==> src/hdl/pcac_pkg.sv <==
package pcac_pkg;

    // Register reset values
    localparam logic [15:0] MS_DIVISOR_RST    = 16'd30;
    localparam logic [15:0] SLOW_DIVISOR_RST  = 16'd3000;
    localparam logic [12:0] BLINK_UNIT_RST    = 13'd200;
    localparam logic [15:0] PUMP_ON_TIME_RST  = 16'd10;
    localparam logic [15:0] PAUSE_TIME_RST    = 16'd300;
    localparam logic [15:0] ESCALATE_TIME_RST = 16'd1200;
    localparam logic [1:0]  BOARD_VARIANT_RST = 2'd0;

    // Highest slot multiple of the blink unit that the patterns use
    localparam int BLINK_SLOTS = 10;

    // Register index on the APB port (byte address divided by four)
    typedef enum logic [2:0] {
        REG_MS_DIVISOR    = 3'd0,
        REG_SLOW_DIVISOR  = 3'd1,
        REG_BLINK_UNIT    = 3'd2,
        REG_PUMP_ON_TIME  = 3'd3,
        REG_PAUSE_TIME    = 3'd4,
        REG_ESCALATE_TIME = 3'd5,
        REG_BOARD_VARIANT = 3'd6
    } reg_idx_t;

    typedef enum logic [2:0] {
        SP_IDLE  = 3'd0,
        SP_PUMP  = 3'd1,
        SP_CHECK = 3'd2,
        SP_PAUSE = 3'd3,
        SP_FAULT = 3'd4
    } step_t;

    typedef enum logic [1:0] {
        ST_NORMAL  = 2'd0,
        ST_PUMPING = 2'd1,
        ST_FAULT   = 2'd2,
        ST_ESCAL   = 2'd3
    } status_t;

    typedef enum logic [1:0] {
        BV_SMALL    = 2'd0,
        BV_LARGE    = 2'd1,
        BV_LARGE_V2 = 2'd2
    } variant_t;

    // Configuration as seen by the sequencer core
    typedef struct packed {
        logic [15:0]                       ms_divisor;
        logic [15:0]                       slow_divisor;
        logic [15:0]                       pump_on_time;
        logic [15:0]                       pause_time;
        logic [15:0]                       escalate_time;
        logic [1:0]                        board_variant;
        logic [15:0]                       toggle_limit;
        logic [BLINK_SLOTS:0][16:0]        blink_mult;
    } cfg_t;

    // One input beat
    typedef struct packed {
        logic reset_button;
        logic pressure_detect;
        logic remote_reset;
    } tick_t;

    // One result beat
    typedef struct packed {
        logic       pump_on;
        logic       red_lamp;
        logic       green_lamp;
        logic       buzzer_on;
        logic       indicator_lamp;
        logic [1:0] status_code;
        logic [2:0] step_code;
        logic       remote_reset_taken;
    } result_t;

endpackage

==> src/hdl/pcac_tick_if.sv <==
interface pcac_tick_if;
    logic valid;
    logic ready;
    logic reset_button;
    logic pressure_detect;
    logic remote_reset;

    modport source (
        output valid,
        input  ready,
        output reset_button,
        output pressure_detect,
        output remote_reset
    );

    modport sink (
        input  valid,
        output ready,
        input  reset_button,
        input  pressure_detect,
        input  remote_reset
    );
endinterface

==> src/hdl/pcac_result_if.sv <==
interface pcac_result_if;
    logic       valid;
    logic       ready;
    logic       pump_on;
    logic       red_lamp;
    logic       green_lamp;
    logic       buzzer_on;
    logic       indicator_lamp;
    logic [1:0] status_code;
    logic [2:0] step_code;
    logic       remote_reset_taken;

    modport source (
        output valid,
        input  ready,
        output pump_on,
        output red_lamp,
        output green_lamp,
        output buzzer_on,
        output indicator_lamp,
        output status_code,
        output step_code,
        output remote_reset_taken
    );

    modport sink (
        input  valid,
        output ready,
        input  pump_on,
        input  red_lamp,
        input  green_lamp,
        input  buzzer_on,
        input  indicator_lamp,
        input  status_code,
        input  step_code,
        input  remote_reset_taken
    );
endinterface

==> src/hdl/pcac_cfg.sv <==
module pcac_cfg (
    input  logic            clk,
    input  logic            rst_n,
    input  logic            psel,
    input  logic            penable,
    input  logic            pwrite,
    input  logic [4:0]      paddr,
    input  logic [31:0]     pwdata,
    output logic [31:0]     prdata,
    output logic            pready,
    output pcac_pkg::cfg_t  cfg
);
    import pcac_pkg::*;

    logic [15:0] ms_divisor_reg;
    logic [15:0] slow_divisor_reg;
    logic [12:0] blink_unit_reg;
    logic [15:0] pump_on_time_reg;
    logic [15:0] pause_time_reg;
    logic [15:0] escalate_time_reg;
    logic [1:0]  board_variant_reg;
    logic [15:0] toggle_limit_reg;
    logic [15:0] toggle_limit_next;
    logic [BLINK_SLOTS:0][16:0] blink_mult_reg;
    logic [BLINK_SLOTS:0][16:0] blink_mult_next;
    logic        wr_en;
    reg_idx_t    idx;

    assign pready = 1'b1;
    assign wr_en  = psel && penable && pwrite;
    assign idx    = reg_idx_t'(paddr[4:2]);

    // Write the register file
    always_ff @(posedge clk or negedge rst_n)
    begin
        if (!rst_n)
        begin
            ms_divisor_reg    <= MS_DIVISOR_RST;
            slow_divisor_reg  <= SLOW_DIVISOR_RST;
            blink_unit_reg    <= BLINK_UNIT_RST;
            pump_on_time_reg  <= PUMP_ON_TIME_RST;
            pause_time_reg    <= PAUSE_TIME_RST;
            escalate_time_reg <= ESCALATE_TIME_RST;
            board_variant_reg <= BOARD_VARIANT_RST;
        end
        else if (wr_en)
        begin
            case (idx)
                REG_MS_DIVISOR:    ms_divisor_reg    <= pwdata[15:0];
                REG_SLOW_DIVISOR:  slow_divisor_reg  <= pwdata[15:0];
                REG_BLINK_UNIT:    blink_unit_reg    <= pwdata[12:0];
                REG_PUMP_ON_TIME:  pump_on_time_reg  <= pwdata[15:0];
                REG_PAUSE_TIME:    pause_time_reg    <= pwdata[15:0];
                REG_ESCALATE_TIME: escalate_time_reg <= pwdata[15:0];
                REG_BOARD_VARIANT: board_variant_reg <= pwdata[1:0];
                default:           ;
            endcase
        end
    end

    // Read back
    always_comb
    begin
        case (idx)
            REG_MS_DIVISOR:    prdata = {16'd0, ms_divisor_reg};
            REG_SLOW_DIVISOR:  prdata = {16'd0, slow_divisor_reg};
            REG_BLINK_UNIT:    prdata = {19'd0, blink_unit_reg};
            REG_PUMP_ON_TIME:  prdata = {16'd0, pump_on_time_reg};
            REG_PAUSE_TIME:    prdata = {16'd0, pause_time_reg};
            REG_ESCALATE_TIME: prdata = {16'd0, escalate_time_reg};
            REG_BOARD_VARIANT: prdata = {30'd0, board_variant_reg};
            default:           prdata = 32'd0;
        endcase
    end

    // Derive slot edges and the toggle limit from the blink unit
    always_comb
    begin
        toggle_limit_next = 16'({4'd0, blink_unit_reg[12:1]} * 16'd5);
        for (int k = 0; k <= BLINK_SLOTS; k++)
        begin
            blink_mult_next[k] = {4'd0, blink_unit_reg} * 17'(k);
        end
    end

    // Hold the derived values in registers so the core sees short paths
    always_ff @(posedge clk or negedge rst_n)
    begin
        if (!rst_n)
        begin
            toggle_limit_reg <= 16'({4'd0, BLINK_UNIT_RST[12:1]} * 16'd5);
            for (int k = 0; k <= BLINK_SLOTS; k++)
            begin
                blink_mult_reg[k] <= {4'd0, BLINK_UNIT_RST} * 17'(k);
            end
        end
        else
        begin
            toggle_limit_reg <= toggle_limit_next;
            blink_mult_reg   <= blink_mult_next;
        end
    end

    assign cfg.ms_divisor    = ms_divisor_reg;
    assign cfg.slow_divisor  = slow_divisor_reg;
    assign cfg.pump_on_time  = pump_on_time_reg;
    assign cfg.pause_time    = pause_time_reg;
    assign cfg.escalate_time = escalate_time_reg;
    assign cfg.board_variant = board_variant_reg;
    assign cfg.toggle_limit  = toggle_limit_reg;
    assign cfg.blink_mult    = blink_mult_reg;

endmodule

==> src/hdl/pcac_core.sv <==
module pcac_core (
    input  logic              clk,
    input  logic              rst_n,
    input  logic              en,
    input  pcac_pkg::cfg_t    cfg,
    input  pcac_pkg::tick_t   tick,
    output pcac_pkg::result_t res
);
    import pcac_pkg::*;

    logic [15:0]      ms_prescale_reg,   ms_prescale_next;
    logic [15:0]      slow_prescale_reg, slow_prescale_next;
    logic [15:0]      phase_timer_reg,   phase_timer_next;
    logic [15:0]      toggle_timer_reg,  toggle_timer_next;
    logic [2:0][15:0] pattern_timer_reg, pattern_timer_next;
    logic [3:0]       blink_reg,         blink_next;
    step_t            step_reg,          step_next;
    status_t          status_reg,        status_next;
    logic             pump_reg,          pump_next;

    logic       ms_tick;
    logic       slow_tick;
    logic [2:0] last_slot [3];
    logic       red;
    logic       green;
    logic       buzz;
    logic       ind;

    assign last_slot[0] = 3'd3;
    assign last_slot[1] = 3'd5;
    assign last_slot[2] = 3'd7;

    function automatic logic [15:0] sat_inc(input logic [15:0] v);
        return (v == 16'hFFFF) ? v : v + 16'd1;
    endfunction

    // Level of a multi-pulse pattern: high below one unit, alternating in the
    // slots after it, held on slot edges and past the last slot
    function automatic logic pat_level(
        input logic [15:0]                 t,
        input logic [BLINK_SLOTS:0][16:0]  m,
        input logic [2:0]                  last_k,
        input logic                        hold
    );
        logic        lv;
        logic [16:0] tw;
        lv = hold;
        tw = {1'b0, t};
        if (tw < m[1])
        begin
            lv = 1'b1;
        end
        else
        begin
            for (int k = 1; k < 8; k++)
            begin
                if ((3'(k) <= last_k) && (tw > m[k]) && (tw < m[k + 1]))
                begin
                    lv = (k[0] == 1'b0);
                end
            end
        end
        return lv;
    endfunction

    // Advance prescalers, timers and blink patterns
    always_comb
    begin
        ms_prescale_next   = ms_prescale_reg + 16'd1;
        slow_prescale_next = slow_prescale_reg + 16'd1;
        toggle_timer_next  = toggle_timer_reg;
        pattern_timer_next = pattern_timer_reg;
        phase_timer_next   = phase_timer_reg;
        blink_next         = blink_reg;

        ms_tick = (ms_prescale_next >= cfg.ms_divisor);
        if (ms_tick)
        begin
            ms_prescale_next  = 16'd0;
            toggle_timer_next = sat_inc(toggle_timer_reg);
            for (int p = 0; p < 3; p++)
            begin
                pattern_timer_next[p] = sat_inc(pattern_timer_reg[p]);
            end
        end

        slow_tick = (slow_prescale_next >= cfg.slow_divisor);
        if (slow_tick)
        begin
            slow_prescale_next = 16'd0;
            phase_timer_next   = sat_inc(phase_timer_reg);
        end

        if (toggle_timer_next > cfg.toggle_limit)
        begin
            blink_next[0]     = ~blink_reg[0];
            toggle_timer_next = 16'd0;
        end

        for (int p = 0; p < 3; p++)
        begin
            blink_next[p + 1] = pat_level(pattern_timer_next[p], cfg.blink_mult,
                                          last_slot[p], blink_reg[p + 1]);
            if ({1'b0, pattern_timer_next[p]} > cfg.blink_mult[BLINK_SLOTS])
            begin
                pattern_timer_next[p] = 16'd0;
            end
        end

        // Apply reset and pressure overrides, then run one sequencer step
        step_next   = step_reg;
        status_next = status_reg;
        pump_next   = pump_reg;
        if (tick.reset_button || tick.remote_reset)
        begin
            step_next   = SP_IDLE;
            pump_next   = 1'b0;
            status_next = ST_NORMAL;
        end
        if (tick.pressure_detect)
        begin
            status_next = ST_FAULT;
            step_next   = SP_FAULT;
            pump_next   = 1'b0;
        end
        case (step_next)
            SP_IDLE:
            begin
                if (!tick.pressure_detect)
                begin
                    step_next        = SP_PUMP;
                    phase_timer_next = 16'd0;
                end
                else
                begin
                    status_next = ST_FAULT;
                    step_next   = SP_FAULT;
                end
            end
            SP_PUMP:
            begin
                status_next = ST_PUMPING;
                pump_next   = 1'b1;
                if (phase_timer_next > cfg.pump_on_time)
                begin
                    step_next        = SP_CHECK;
                    phase_timer_next = 16'd0;
                    pump_next        = 1'b0;
                    status_next      = ST_NORMAL;
                end
            end
            SP_CHECK:
            begin
                if (tick.pressure_detect)
                begin
                    step_next   = SP_FAULT;
                    status_next = ST_FAULT;
                end
                else
                begin
                    step_next   = SP_PAUSE;
                    status_next = ST_NORMAL;
                end
            end
            SP_PAUSE:
            begin
                if (phase_timer_next > cfg.pause_time)
                begin
                    step_next        = SP_PUMP;
                    phase_timer_next = 16'd0;
                end
            end
            SP_FAULT:
            begin
                if (phase_timer_next > cfg.escalate_time)
                begin
                    status_next = ST_ESCAL;
                end
            end
            default: ;
        endcase
    end

    // Decode lamp and buzzer levels for the board variant
    always_comb
    begin
        if (variant_t'(cfg.board_variant) == BV_SMALL)
        begin
            case (status_next)
                ST_FAULT:
                begin
                    red = blink_next[0]; green = 1'b0; buzz = 1'b1; ind = blink_next[2];
                end
                ST_PUMPING:
                begin
                    red = 1'b1; green = 1'b1; buzz = 1'b0; ind = blink_next[1];
                end
                ST_ESCAL:
                begin
                    red = blink_next[0]; green = 1'b0; buzz = 1'b1; ind = blink_next[3];
                end
                default:
                begin
                    red = 1'b0; green = 1'b1; buzz = 1'b0; ind = blink_next[0];
                end
            endcase
        end
        else
        begin
            case (status_next)
                ST_FAULT:
                begin
                    red   = blink_next[0];
                    green = 1'b1;
                    buzz  = (variant_t'(cfg.board_variant) == BV_LARGE) ? 1'b0 : 1'b1;
                    ind   = blink_next[2];
                end
                ST_PUMPING:
                begin
                    red = 1'b0; green = 1'b0; buzz = 1'b0; ind = blink_next[1];
                end
                ST_ESCAL:
                begin
                    red = blink_next[0]; green = 1'b1; buzz = 1'b1; ind = blink_next[3];
                end
                default:
                begin
                    red = 1'b0; green = 1'b0; buzz = 1'b0; ind = blink_next[0];
                end
            endcase
        end
    end

    assign res.pump_on            = pump_next;
    assign res.red_lamp           = red;
    assign res.green_lamp         = green;
    assign res.buzzer_on          = buzz;
    assign res.indicator_lamp     = ind;
    assign res.status_code        = status_next;
    assign res.step_code          = step_next;
    assign res.remote_reset_taken = tick.remote_reset;

    // Commit state once per beat
    always_ff @(posedge clk or negedge rst_n)
    begin
        if (!rst_n)
        begin
            ms_prescale_reg   <= 16'd0;
            slow_prescale_reg <= 16'd0;
            phase_timer_reg   <= 16'd0;
            toggle_timer_reg  <= 16'd0;
            pattern_timer_reg <= '0;
            blink_reg         <= 4'd0;
            step_reg          <= SP_IDLE;
            status_reg        <= ST_NORMAL;
            pump_reg          <= 1'b0;
        end
        else if (en)
        begin
            ms_prescale_reg   <= ms_prescale_next;
            slow_prescale_reg <= slow_prescale_next;
            phase_timer_reg   <= phase_timer_next;
            toggle_timer_reg  <= toggle_timer_next;
            pattern_timer_reg <= pattern_timer_next;
            blink_reg         <= blink_next;
            step_reg          <= step_next;
            status_reg        <= status_next;
            pump_reg          <= pump_next;
        end
    end

    // The pump runs only in the pumping step
    a_pump_step: assert property (@(posedge clk) disable iff (!rst_n)
        pump_reg |-> (step_reg == SP_PUMP))
        else $error("pump driven outside the pumping step");

    // Escalated status only comes out of the fault step
    a_escal_step: assert property (@(posedge clk) disable iff (!rst_n)
        (status_reg == ST_ESCAL) |-> (step_reg == SP_FAULT))
        else $error("escalated status outside the fault step");

    // Pressure on a committed beat always lands in fault
    a_pressure_fault: assert property (@(posedge clk) disable iff (!rst_n)
        (en && tick.pressure_detect) |=> (step_reg == SP_FAULT) && !pump_reg)
        else $error("pressure beat did not force fault");

    // A reset beat without pressure restarts the pumping step at once
    a_reset_restart: assert property (@(posedge clk) disable iff (!rst_n)
        (en && (tick.reset_button || tick.remote_reset) && !tick.pressure_detect)
        |=> (step_reg == SP_PUMP) && (phase_timer_reg == 16'd0))
        else $error("reset beat did not restart the pump cycle");

endmodule

==> src/hdl/pump_cycle_alarm_controller_core.sv <==
// A tick beat goes through the input register, then the result register, to its result beat.
// Throughput: one tick beat per cycle unless the result register stalls; the state update
// is a single registered pass.
// The input register lets a new beat in while the result waits, ready drops only on stall.
// Reset (rst_n, asynchronous, active low) clears all timers, the blink levels, the
// sequencer to idle/normal/pump off, and loads the default register values.
module pump_cycle_alarm_controller_core (
    input  logic        clk,
    input  logic        rst_n,
    input  logic        psel,
    input  logic        penable,
    input  logic        pwrite,
    input  logic [4:0]  paddr,
    input  logic [31:0] pwdata,
    output logic [31:0] prdata,
    output logic        pready,
    pcac_tick_if.sink     ticks,
    pcac_result_if.source results
);
    import pcac_pkg::*;

    cfg_t    cfg;
    tick_t   tick_data_reg;
    logic    tick_valid_reg;
    result_t core_res;
    result_t res_data_reg;
    logic    res_valid_reg;
    logic    advance;
    logic    take;

    pcac_cfg u_cfg (
        .clk     (clk),
        .rst_n   (rst_n),
        .psel    (psel),
        .penable (penable),
        .pwrite  (pwrite),
        .paddr   (paddr),
        .pwdata  (pwdata),
        .prdata  (prdata),
        .pready  (pready),
        .cfg     (cfg)
    );

    // Move the held beat forward whenever the result slot is free or draining
    assign advance     = !res_valid_reg || results.ready;
    assign ticks.ready = !tick_valid_reg || advance;
    assign take        = ticks.valid && ticks.ready;

    pcac_core u_core (
        .clk   (clk),
        .rst_n (rst_n),
        .en    (tick_valid_reg && advance),
        .cfg   (cfg),
        .tick  (tick_data_reg),
        .res   (core_res)
    );

    // Input register
    always_ff @(posedge clk or negedge rst_n)
    begin
        if (!rst_n)
        begin
            tick_valid_reg <= 1'b0;
        end
        else if (take)
        begin
            tick_valid_reg <= 1'b1;
        end
        else if (advance)
        begin
            tick_valid_reg <= 1'b0;
        end
    end

    always_ff @(posedge clk)
    begin
        if (take)
        begin
            tick_data_reg.reset_button    <= ticks.reset_button;
            tick_data_reg.pressure_detect <= ticks.pressure_detect;
            tick_data_reg.remote_reset    <= ticks.remote_reset;
        end
    end

    // Result register
    always_ff @(posedge clk or negedge rst_n)
    begin
        if (!rst_n)
        begin
            res_valid_reg <= 1'b0;
        end
        else if (advance)
        begin
            res_valid_reg <= tick_valid_reg;
        end
    end

    always_ff @(posedge clk)
    begin
        if (tick_valid_reg && advance)
        begin
            res_data_reg <= core_res;
        end
    end

    assign results.valid              = res_valid_reg;
    assign results.pump_on            = res_data_reg.pump_on;
    assign results.red_lamp           = res_data_reg.red_lamp;
    assign results.green_lamp         = res_data_reg.green_lamp;
    assign results.buzzer_on          = res_data_reg.buzzer_on;
    assign results.indicator_lamp     = res_data_reg.indicator_lamp;
    assign results.status_code        = res_data_reg.status_code;
    assign results.step_code          = res_data_reg.step_code;
    assign results.remote_reset_taken = res_data_reg.remote_reset_taken;

endmodule
==> src/flat_wrapper.sv <==
// flat-port wrapper written by rule: the top's interface ports become plain ports
module pump_cycle_alarm_controller_core_flat import pcac_pkg::*;
  (clk, rst_n, psel, penable, pwrite, paddr, pwdata, prdata, pready, ticks_valid, ticks_ready, ticks_reset_button, ticks_pressure_detect, ticks_remote_reset, results_valid, results_ready, results_pump_on, results_red_lamp, results_green_lamp, results_buzzer_on, results_indicator_lamp, results_status_code, results_step_code, results_remote_reset_taken);
  pcac_tick_if ticks_i ();
  pcac_result_if results_i ();
  input  logic clk;
  input  logic rst_n;
  input  logic psel;
  input  logic penable;
  input  logic pwrite;
  input  logic [4:0] paddr;
  input  logic [31:0] pwdata;
  output logic [31:0] prdata;
  output logic pready;
  input wire logic [$bits(ticks_i.valid)-1:0] ticks_valid;
  output wire logic [$bits(ticks_i.ready)-1:0] ticks_ready;
  input wire logic [$bits(ticks_i.reset_button)-1:0] ticks_reset_button;
  input wire logic [$bits(ticks_i.pressure_detect)-1:0] ticks_pressure_detect;
  input wire logic [$bits(ticks_i.remote_reset)-1:0] ticks_remote_reset;
  output wire logic [$bits(results_i.valid)-1:0] results_valid;
  input wire logic [$bits(results_i.ready)-1:0] results_ready;
  output wire logic [$bits(results_i.pump_on)-1:0] results_pump_on;
  output wire logic [$bits(results_i.red_lamp)-1:0] results_red_lamp;
  output wire logic [$bits(results_i.green_lamp)-1:0] results_green_lamp;
  output wire logic [$bits(results_i.buzzer_on)-1:0] results_buzzer_on;
  output wire logic [$bits(results_i.indicator_lamp)-1:0] results_indicator_lamp;
  output wire logic [$bits(results_i.status_code)-1:0] results_status_code;
  output wire logic [$bits(results_i.step_code)-1:0] results_step_code;
  output wire logic [$bits(results_i.remote_reset_taken)-1:0] results_remote_reset_taken;
  assign ticks_i.valid = ticks_valid;
  assign ticks_ready = ticks_i.ready;
  assign ticks_i.reset_button = ticks_reset_button;
  assign ticks_i.pressure_detect = ticks_pressure_detect;
  assign ticks_i.remote_reset = ticks_remote_reset;
  assign results_valid = results_i.valid;
  assign results_i.ready = results_ready;
  assign results_pump_on = results_i.pump_on;
  assign results_red_lamp = results_i.red_lamp;
  assign results_green_lamp = results_i.green_lamp;
  assign results_buzzer_on = results_i.buzzer_on;
  assign results_indicator_lamp = results_i.indicator_lamp;
  assign results_status_code = results_i.status_code;
  assign results_step_code = results_i.step_code;
  assign results_remote_reset_taken = results_i.remote_reset_taken;
  pump_cycle_alarm_controller_core u_core (.clk(clk), .rst_n(rst_n), .psel(psel), .penable(penable), .pwrite(pwrite), .paddr(paddr), .pwdata(pwdata), .prdata(prdata), .pready(pready), .ticks(ticks_i), .results(results_i));
endmodule
==> config.mk <==
export PLATFORM = sky130hd
export DESIGN_NAME = pump_cycle_alarm_controller_core_flat
export DESIGN_NICKNAME = d
export VERILOG_FILES = /design/src/hdl/pcac_pkg.sv /design/src/hdl/pcac_tick_if.sv /design/src/hdl/pcac_result_if.sv /design/src/hdl/pcac_cfg.sv /design/src/hdl/pcac_core.sv /design/src/hdl/pump_cycle_alarm_controller_core.sv /design/src/flat_wrapper.sv
export SDC_FILE = /design/constraint.sdc
export NUM_CORES = 1
export LEC_CHECK = 0
export ABC_CLOCK_PERIOD_IN_PS = 6290
export BUFFER_PORTS_ARGS = -buffer_cell sky130_fd_sc_hd__buf_2
export CORE_MARGIN = 10
export CORE_UTILIZATION = 40
export CTS_CLUSTER_SIZE = 24
export DETAILED_ROUTE_END_ITERATION = 8
export RECOVER_POWER = 50
export SYNTH_ARGS = -nofsm -noshare
export SYNTH_HDL_FRONTEND = slang
export SYNTH_HIERARCHICAL = 1
export SYNTH_SLANG_ARGS = --single-unit
export TNS_END_PERCENT = 20
==> constraint.sdc <==
create_clock -name clk -period 6.29 [get_ports clk]
set_clock_uncertainty 0.15 [all_clocks]
set_input_delay 1.258 -clock clk [delete_from_list [all_inputs] [get_ports clk]]
set_output_delay 1.258 -clock clk [all_outputs]
set_load 0.01 [all_outputs]
Word level (Yosys, flattened, before mapping)
Index checks and enable logic that the tools add are counted.
Storage, ports and cells
  register bits: 339
  latch bits: 0
  memory bits (writable): 0
  ROM bits: 0
  input bits: 47
  word-level logic and storage cells: 217
  memories: 0
Operators by class
  add/sub/neg operators: 7
  multipliers: 6
  div/mod/pow operators: 0
  order comparisons: 42
  equal/unequal tests: 19
  shift operators: 0
  mux-type cells: 68
  bitwise logic cells: 1
  reduce and logical (&&, ||, !) cells: 36
Operator list (count)
  16-bit 2-to-1 mux: 16
  16-bit by 1-bit adder with 16-bit output (second input constant): 7
  16-bit > comparator: 7
  16-bit one-hot mux with 7 select lines: 1
  16-bit by 15-bit > comparator with 1-bit output: 6
  16-bit by 15-bit < comparator with 1-bit output: 6
  16-bit < comparator: 6
  16-bit == test (second input constant): 5
  16-bit by 17-bit > comparator with 1-bit output: 3
  16-bit by 13-bit > comparator with 1-bit output: 3
  16-bit by 14-bit > comparator with 1-bit output: 3
  16-bit by 13-bit < comparator with 1-bit output: 3
  16-bit by 14-bit < comparator with 1-bit output: 3
  13-bit by 3-bit multiplier with 16-bit output (second input constant): 3
  48-bit 2-to-1 mux: 1
  16-bit one-hot mux with 3 select lines: 1
  1-bit 2-to-1 mux: 33
  16-bit greater-or-equal comparator: 2
  13-bit by 2-bit multiplier with 15-bit output (second input constant): 2
  1-bit logical AND: 19
  3-bit 2-to-1 mux: 6
  12-bit by 3-bit multiplier with 15-bit output (second input constant): 1
  2-bit AND reduction: 7
  3-bit by 2-bit == test with 1-bit output (second input constant): 4
  other kinds (16): 31

Longest topological paths before layout
Gate-level depths: netlist of the first run.
  depth after elaboration: 14
  gate-level depth with buffers: 30

Cells and area by module
Netlist of the first run, hierarchy kept.
Modules (own cells, without submodules)
  pcac_core: instances 1, cells each 2228, area each 17958.5 µm², sequential area each 3052.9 µm²
  pcac_cfg: instances 1, cells each 900, area each 10428.8 µm², sequential area each 4495.6 µm²
  pump_cycle_alarm_controller_core: instances 1, cells each 22, area each 524.3 µm², sequential area each 470.5 µm²

Worst setup path before layout of the first run
Ideal clock, no wire load.
  path kind: register -> register
  from: reg u_core.u_core.ms_prescale_reg[0]
  to: reg u_core.res_data_reg (netlist bit u_core/results.indicator_lamp), data pin
  setup time: 0.251 ns
  arrival: 6.224 ns
  required time: 5.889 ns
  setup slack: -0.335 ns
  stages on the path, launching flop included: 27
  path buffers: 2
  clock period less this slack: 6.625 ns
  cells stage by stage: dfrtp_1 > ha_1 > and3_1 > and3_1 > and3_1 > and3_1 > and3_1 > xor2_1 > ha_1 > nand2_1 > nor2_1 > a2111oi_0 > a31o_2 > clkbuf_1 > nor2_1 > o21ai_0 > ha_1 > nor2b_1 > o21ai_0 > nand3_1 > o2bb2ai_1 > a211o_1 > o221ai_1 > a2bb2oi_1 > a211o_1 > mux4_2 > buf_4
On the way
  longest elaborated chain between the ends: 14
RTL lines
  start: declaration: RTL line pcac_core.sv:11  | logic [15:0] ms_prescale_reg, ms_prescale_next;
  start signal: assignment: RTL line pcac_core.sv:260  | ms_prescale_reg <= ms_prescale_next;
  16-bit by 1-bit adder with 16-bit output *: RTL line pcac_core.sv:69  | ms_prescale_next = ms_prescale_reg + 16'd1;
  16-bit greater-or-equal comparator *: RTL line pcac_core.sv:76  | ms_tick = (ms_prescale_next >= cfg.ms_divisor);
  48-bit 2-to-1 mux: RTL line pcac_core.sv:77  | if (ms_tick)
  16-bit by 13-bit > comparator with 1-bit output / 16-bit by 14-bit < comparator with 1-bit output (equally long branches): RTL line pcac_core.sv:57  | if ((3'(k) <= last_k) && (tw > m[k]) && (tw < m[k + 1]))
  1-bit logical AND: RTL line pcac_core.sv:57
  1-bit 2-to-1 mux (7 in series): RTL line pcac_core.sv:57
  1-bit 2-to-1 mux: RTL line pcac_core.sv:49  | if (tw < m[1])
  1-bit one-hot mux with 3 select lines *: RTL line pcac_core.sv:189, pcac_core.sv:210
  named net u_core.u_core.ind: RTL line pcac_core.sv:27  | logic ind;
  end signal: assignment: RTL line pump_cycle_alarm_controller_core.sv:102  | res_data_reg <= core_res;
  end: declaration: RTL line pump_cycle_alarm_controller_core.sv:26  | result_t res_data_reg;
The timed path passes the listed nets; every way through them passes the cells marked *.
A chain may end at the register's enable or synchronous reset.

==> flow_summary.yaml, run 1 <==
critical_path:
  critPathLaunchType: "flip-flop"
  r2r_slack_ns: 0.03
  worst-r2r-cell-count: 28
  cpMaxStageDelayCell: "mux4_2"
  reg2reg_from: "u_core/u_core/ms_prescale_reg[0]$_DFFE_PN0P_"
  critPathMaxStageDelay_ns: 0.45
  critPathArrivalTime_ns: 6.43
  cp_max_fo: 7
  critPathCaptureType: "flip-flop"
  reg2reg_to: "u_core/results.indicator_lamp$_DFFE_PP_"
  worstSetupPathType: "flip-flop to flip-flop"
  required_ns: 6.46
yosys:
  syn_avg_cell_area_um2: 9.13
  synth_warnings: 6
  postSynthCellCount: 3054
  syn_area_um2: 27900
floorplan:
  start_util_pct: 40.5
  die_h_um: 284
  dieArea_um2: 80600
  core_um2: 68800
  io_pins: 93
  row_count: 96
  fp.dieW_um: 284
drt:
  drt_iter0_drc: 1558
  dr.pass1.iters: 5
  vias: 23361
  drt_wl_total_mm: 85.1
  drc: 0
  drtAntennaViolNets: 0
  avgViaCountPerCell: 5.54
  wl_per_cell_um: 20.2
cts:
  tritoncts: "yes"
  clk_pin_slew_worst_paths_ns: 0.06
  hold_buffers: 0
  cts-root-buf: "clkbuf_16"
  cts.sinks: 301
  htreeDepth: 2
  ctsLongestPathBuffers: 3
  cts-buffers-inserted: 38
  clk_latency_ns: 0.60
finish:
  utilization_pct: 47.1
  syn2layout_area_growth_pct: 16.3
  antenna_cells: 0
  drive_gt1_share_pct: 20.4
  fin_nets: 3798
  largest_reg_flops: 55
timing:
  slew_headroom_pct: -207
  drv_slew: 87
  finalSetupTns_ns: 0
  worst_pin_slew_ns: 4.61
  period_share_pct: 99.6
  finalHoldViolations: 0
  rsz0062_at_grt: "yes"
  finalSetupViolCount: 0
  max_freq_ghz: 0.160
  setup_ws_ns: 0.0265
  final.min_clock_period_ns: 6.26
hold_path:
  min_from: "u_core/tick_valid_reg$_DFFE_PN0P_"
  hold_path_end: "u_core/results.valid$_DFFE_PN0P_"
  min_path_type: "flip-flop to flip-flop"
  whs_path_depth: 1
power_and_ir_drop:
  p_leak_nw: 16.1
  powerDensity_nw_per_um2: 321
  vdd.ir_drop.worst_v: 0.000206
run_status:
  status: "finished, violations left"
  violations: "max-capacitance violations, max-slew violations"
placement:
  globalplace.congestion: 0.953
  place_ws_ns: -0.357
  io_buffers: 57
  hpwl_mm: 66.4
grt:
  use_met2_pct: 33.7
  use_met1_pct: 26.9
  grt_pass1_vias: 22926
  grt_usage_pct: 20.5
  grt_start_max_net_pins: 116
  grt_pass1_wl_mm: 132
  overflow: 0
  antenna_found_initial: 0
  busiest_layer: "met2"
  met3_usage_pct: 2.18
job:
  drv_cap: 1
==> per-layer routing <==
metal / up-vias / wire, um
li1: 11334 / -
met1: 11261 / 38200
met2: 605 / 39200
met3: 161 / 3790
met4: 0 / 3880
met5: - / 0
==> area by class of cell <==
type	instances	area, um2
flip-flops and latches	301	7660
fillers	6587	36400
clock buffers	54	1080
clock inverters	16	324
well taps	931	1160
inverters	306	1160
multi-input cells	2292	18600
repair buffers	313	2390
==> worst max-delay path by stage <==
stage          slack, ns  depth (start not counted)                                      end                                    startpoint
3_5_place_dp       -0.36                         27  u_core/results.indicator_lamp$_DFFE_PP_  u_core/u_core/ms_prescale_reg[0]$_DFFE_PN0P_
5_1_grt            -0.16                         27  u_core/results.indicator_lamp$_DFFE_PP_  u_core/u_core/ms_prescale_reg[0]$_DFFE_PN0P_
3_3_place_gp       -0.24                         27  u_core/results.indicator_lamp$_DFFE_PP_  u_core/u_core/ms_prescale_reg[0]$_DFFE_PN0P_
6_report            0.03                         28  u_core/results.indicator_lamp$_DFFE_PP_  u_core/u_core/ms_prescale_reg[0]$_DFFE_PN0P_
2_1_floorplan       0.02                         27  u_core/results.indicator_lamp$_DFFE_PP_  u_core/u_core/ms_prescale_reg[0]$_DFFE_PN0P_
4_1_cts           -0.009                         27  u_core/results.indicator_lamp$_DFFE_PP_  u_core/u_core/ms_prescale_reg[0]$_DFFE_PN0P_
==> metrics by stage <==
step	power (mW)	instances	instance area (um2)	hold WS, ns
2_1_floorplan	6.26	3093	28000	0.280
3_3_place_gp	7.70	4126	30200	0.335
3_5_place_dp	7.78	4126	30200	0.336
4_1_cts	10.3	4204	31900	0.345
5_1_grt	11.2	4213	32400	0.368
6_report	10.4	4213	32400	0.347
==> repair_timing <==
| action | in CTS | in global routing |
|---|---|---|
| endpoints found under the setup margin | 4 | 58 |
| pin swaps | 25 | 38 |
| gates resized for setup | 43 | 86 |
| buffers inserted | 8 | 10 |
==> critical path, delay by kind of cell, from the launching register on <==
| kind | cells | cell delay (ns) |
|---|---|---|
| adder cells (fa/ha/maj) | 3 | 0.79 |
| buffers and inverters | 6 | 0.86 |
| flip-flops | 1 | 0.40 |
| multiplexers | 2 | 0.70 |
| AO/OA/AOI/OAI | 6 | 1.31 |
| XOR/XNOR | 1 | 0.06 |
| AND/OR/NAND/NOR | 10 | 1.67 |
==> power breakdown <==
part	leakage, nW	internal, mW	switching [mW]
sequential	3.73	2.47	0.445
combinational	11.6	2.13	2.92
clock	0.685	1.50	0.940
total	16.1	6.10	4.30
==> placed cells by master (no fill, tap or decap), types with 41 or more instances in the layout <==
| master | n |
|---|---|
| a21o_1 | 88 |
| a21oi_1 | 162 |
| and3_1 | 41 |
| buf_2 | 55 |
| buf_4 | 236 |
| conb_1 | 41 |
| dfrtp_1 | 238 |
| dfstp_2 | 46 |
| ha_1 | 476 |
| inv_1 | 303 |
| mux2_2 | 93 |
| nand2_1 | 185 |
| nand3_1 | 109 |
| nand4_1 | 69 |
| nor2_1 | 120 |
| nor3_1 | 41 |
| o21ai_0 | 154 |
| xnor2_1 | 61 |
| xor2_1 | 41 |
Power figures use the tool's default switching activity.
==> run 2: changes to the inputs <==
Settings changed: ABC_AREA set to 1.
==> flow_summary.yaml, run 2 <==
run_status:
  status: "finished, violations left"
  violations: "max-capacitance violations, max-slew violations"
finish:
  largest_reg_flops: 55
  fill_cells: 7115
  final_area_um2: 31700
  layout_commonest_cell: "nand2_1"
  antenna_cells: 0
  fin_nets: 4492
  syn2layout_area_growth_pct: 11.4
  layout_common_cells: "nand2_1, inv_1, ha_1"
  drive_gt1_share_pct: 11.6
critical_path:
  critPathArrivalTime_ns: 6.06
  required_ns: 6.44
  worstSetupPathType: "flip-flop to flip-flop"
  reg2reg_from: "u_core/u_core/ms_prescale_reg[2]$_DFFE_PN0P_"
  cp_max_fo: 6
  critPathLaunchType: "flip-flop"
  critPathMaxStageDelay_ns: 0.42
  critPathCaptureType: "flip-flop"
  cpMaxStageDelayCell: "dfrtp_1"
  crit_start: "u_core/u_core/ms_prescale_reg[2]$_DFFE_PN0P_"
  path_buf_inv: 8
  cp_top_family: "simple AND/OR/NAND/NOR gates"
timing:
  finalHoldViolations: 0
  slew_headroom_pct: -128
  final.min_clock_period_ns: 5.91
  period_share_pct: 94.0
  setup_ws_ns: 0.380
  drv_slew: 191
  max_freq_ghz: 0.169
  finalSetupViolCount: 0
  worst_pin_slew_ns: 3.43
grt:
  grt_pass1_vias: 24168
  grt_pass1_wl_mm: 132
  grt_start_max_net_pins: 138
  overflow: 0
  antenna_found_initial: 0
  grt_usage_pct: 20.1
floorplan:
  fp.dieW_um: 287
  core_um2: 70300
  start_util_pct: 40.5
  dieArea_um2: 82300
  row_count: 97
  die_h_um: 287
  io_pins: 93
placement:
  hpwl_mm: 65.9
  postPlaceCellArea_um2: 30000
  io_buffers: 57
  globalplace.congestion: 0.951
  place_ws_ns: 0.0451
yosys:
  syn_avg_cell_area_um2: 7.41
  syn_area_um2: 28500
  synth_warnings: 6
  postSynthCellCount: 3846
power_and_ir_drop:
  p_int_mw: 5.59
  p_leak_nw: 17.2
  vdd.ir_drop.worst_v: 0.000209
  design_power_total_mw: 9.98
  p_comb_share_pct: 47.6
  p_clk_share_pct: 23.4
  p_sw_share_pct: 44.0
  p_switching_mw: 4.39
  seqPwrFrac_pct: 29.0
  powerDensity_nw_per_um2: 315
drt:
  vias: 25087
  drt_wl_total_mm: 84.5
  drt_iter0_drc: 1689
  drc: 0
  avgViaCountPerCell: 5.10
  dr.pass1.iters: 6
  drtAntennaViolNets: 0
  wl_per_cell_um: 17.2
cts:
  tritoncts: "yes"
  cts-root-buf: "clkbuf_16"
  clk_pin_slew_worst_paths_ns: 0.06
  clk_latency_ns: 0.59
  cts.sinks: 301
  htreeDepth: 2
  ctsLongestPathBuffers: 3
  hold_buffers: 0
  cts-buffers-inserted: 38
job:
  drv_cap: 2
hold_path:
  min_from: "u_core/tick_data_reg[0]$_DFFE_PP_"
  min_path_type: "flip-flop to flip-flop"
[run 2: power groups by stage]
stage	Combinational (mW)	Clock (mW)	Sequential, mW
floorplan	3.44	0	2.73
global placement	4.51	0	2.92
detailed placement	4.59	0	2.93
CTS	4.62	2.39	2.90
global route	5.43	2.46	2.96
finish	4.75	2.33	2.90
[run 2: worst reg2reg max path: cells and delay by family (launching register included)]
family	cells	cell delay, ns
adder cells (fa/ha/maj)	2	0.53
buffers and inverters	8	0.90
AND/OR/NAND/NOR	25	3.20
flip-flops	1	0.42
AO/OA/AOI/OAI	1	0.10
XOR/XNOR	2	0.33
[run 2: per-stage QoR]
| step | cells | hold WS (ns) | utilization (%) | TNS [ns] |
|---|---|---|---|---|
| floorplan | 3885 | 0.283 | - | 0 |
| global placement | 4830 | 0.306 | 42.6 | 0 |
| detailed placement | 4830 | 0.309 | 42.6 | 0 |
| CTS | 4900 | 0.324 | 44.5 | 0 |
| global route | 4916 | 0.333 | 45.1 | -0.0626 |
| finish | 4916 | 0.302 | 45.1 | 0 |
[run 2: final timing paths]
check / slack (ns) / to / cells past startpoint
min reg2reg: 0.30 / u_core/results.remote_reset_taken$_DFFE_PP_ / 0
max: 0.38 / u_core/results.indicator_lamp$_DFFE_PP_ / 38
min in group asynchronous: 1.66 / u_core/u_core/pattern_timer_reg[13]$_DFFE_PN0P_ / 1
min: 0.30 / u_core/results.remote_reset_taken$_DFFE_PP_ / 0
max reg2reg: 0.38 / u_core/results.indicator_lamp$_DFFE_PP_ / 38
max in group asynchronous: 0.87 / u_core/u_cfg/escalate_time_reg[8]$_DFFE_PN0P_ / 2
[run 2: area by class of cell]
cell class	count	area (um2)	area share (%)
clock buffer	50	1070	3.36
clock inverter	20	254	0.801
inverter	692	2610	8.24
multi-input combinational	2715	17500	55.2
sequential	301	7660	24.2
tap	940	1180	3.71
timing repair buffer	198	1420	4.49
[run 2: per-layer routing]
metal	wire, um	GRT usage (%)
met5	0	0
met4	3770	8.44
met3	4070	2.13
met2	40200	34.2
met1	36400	25.7
[run 2: repair_timing]
action / in CTS / in global routing
setup buffers: 0 / 16
endpoints found under the setup margin: 1 / 71
resized for setup: 1 / 109
pin swaps: 0 / 30
cloned: 0 / 0
==> run 3: changes to the inputs <==
Settings changed: GPL_TIMING_DRIVEN set to 0.
==> flow_summary.yaml, run 3 (synthesis gave the netlist of run 2 again) <==
hold_path:
  min_path_type: "flip-flop to flip-flop"
finish:
  antenna_cells: 0
  utilization_pct: 46.3
  drive_gt1_share_pct: 13.6
  layout_commonest_cell: "nand2_1"
  fin_nets: 4596
  largest_reg_flops: 55
  layout_common_cells: "nand2_1, inv_1, ha_1"
  syn2layout_area_growth_pct: 14.3
grt:
  grt_pass1_wl_mm: 139
  overflow: 0
  grt_pass1_vias: 24566
  grt_usage_pct: 21.5
  antenna_found_initial: 1
  grt_start_max_net_pins: 103
timing:
  rsz0062_at_grt: "yes"
  finalHoldViolations: 0
  drv_slew: 292
  max_freq_ghz: 0.163
  worst_pin_slew_ns: 2.59
  period_share_pct: 97.6
  finalSetupViolCount: 0
  slew_headroom_pct: -72.9
  setup_ws_ns: 0.150
  final.min_clock_period_ns: 6.14
cts:
  cts-buffers-inserted: 38
  tritoncts: "yes"
  hold_buffers: 0
  cts-root-buf: "clkbuf_16"
  htreeDepth: 2
  clk_latency_ns: 0.60
  ctsLongestPathBuffers: 3
  cts.sinks: 301
  clk_pin_slew_worst_paths_ns: 0.06
critical_path:
  critPathArrivalTime_ns: 6.32
  critPathMaxStageDelay_ns: 0.40
  cp_top_family: "simple AND/OR/NAND/NOR gates"
  critPathCaptureType: "flip-flop"
  cp_max_fo: 5
  cpMaxStageDelayCell: "dfrtp_1"
  worstSetupPathType: "flip-flop to flip-flop"
  critPathLaunchType: "flip-flop"
  crit_top_cell: "nor2_2"
  path_buf_inv: 9
  required_ns: 6.47
drt:
  vias: 25628
  top_layer_used: "met5"
  drt-met1-wl_mm: 39.9
  drt_iter0_drc: 1802
  wl_met3_mm: 4.81
  drc: 0
  drt_wl_total_mm: 90.2
  drtAntennaViolNets: 0
  wl_per_cell_um: 18.0
  avgViaCountPerCell: 5.11
  dr_wl_met2_mm: 41.7
  dr.pass1.iters: 5
floorplan:
  io_pins: 93
  row_count: 97
  die_h_um: 287
  core_um2: 70300
  dieArea_um2: 82300
  fp.dieW_um: 287
  start_util_pct: 40.5
power_and_ir_drop:
  vdd.ir_drop.worst_v: 0.000213
  powerDensity_nw_per_um2: 314
  p_leak_nw: 17.6
  design_power_total_mw: 10.2
run_status:
  status: "finished, violations left"
  violations: "max-capacitance violations, max-slew violations"
placement:
  globalplace.congestion: 0.925
  io_buffers: 56
  place_ws_ns: -0.827
  hpwl_mm: 68.5
job:
  drv_cap: 4
## run 3: cell type report
class                      count  area [um2]
multi-input combinational   2715       17600
sequential                   301        7660
clock buffer                  44        1000
tap                          940        1180
clock inverter                26         374
fill                        7165       37700
buffer                       176        1220
timing repair buffer         126         907
inverter                     692        2650
## run 3: metal layers
layer | vias up | track usage [%]
met3 | 181 | 2.62
li1 | 12839 | -
met5 | - | 0
met2 | 703 | 36.1
met1 | 11903 | 27.7
met4 | 2 | 8.39
## run 3: power breakdown
part           switching, mW  leakage [nW]  internal (mW)
registers              0.450          3.77           2.46
logic                   3.03          13.2           1.88
clock network          0.990         0.664           1.42
total                   4.47          17.6           5.77
## run 3: timing repair
item / in CTS / in global routing
pin swaps: 11 / 33
buffers inserted: 33 / 34
resized for setup: 47 / 81
setup endpoints to repair: 42 / 73
cloned: 0 / 1
## run 3: final timing paths
path | from | end | slack (ns) | cells past startpoint
worst max-delay path | u_core/u_core/ms_prescale_reg[4]$_DFFE_PN0P_ | u_core/results.indicator_lamp$_DFFE_PP_ | 0.15 | 38
worst min-delay path | u_core/u_core/phase_timer_reg[8]$_DFFE_PN0P_ | u_core/u_core/phase_timer_reg[8]$_DFFE_PN0P_ | 0.33 | 2
worst max register to register | u_core/u_core/ms_prescale_reg[4]$_DFFE_PN0P_ | u_core/results.indicator_lamp$_DFFE_PP_ | 0.15 | 38
worst min register to register | u_core/u_core/phase_timer_reg[8]$_DFFE_PN0P_ | u_core/u_core/phase_timer_reg[8]$_DFFE_PN0P_ | 0.33 | 2
max in group asynchronous | rst_n | u_core/u_core/ms_prescale_reg[0]$_DFFE_PN0P_ | 0.84 | 2
min in group asynchronous | rst_n | u_core/u_cfg/cfg[121]$_DFF_PN0_ | 1.31 | 1
## run 3: per-stage QoR
stage	hold WS, ns	area [um2]	setup TNS, ns	std cells
global placement	0.315	30100	-498.67	4881
finish	0.328	32600	0	5020
global route	0.358	32600	-1.03	5020
detailed placement	0.315	30200	-4.88	4883
CTS	0.332	32000	0	4986
floorplan	0.283	28600	0	3885
## run 3: tightest hold or removal path: cells and delay by family (launching register included)
| kind | cells | cell delay [ns] |
|---|---|---|
| AND/OR/NAND/NOR | 2 | 0.10 |
| flip-flops | 1 | 0.34 |
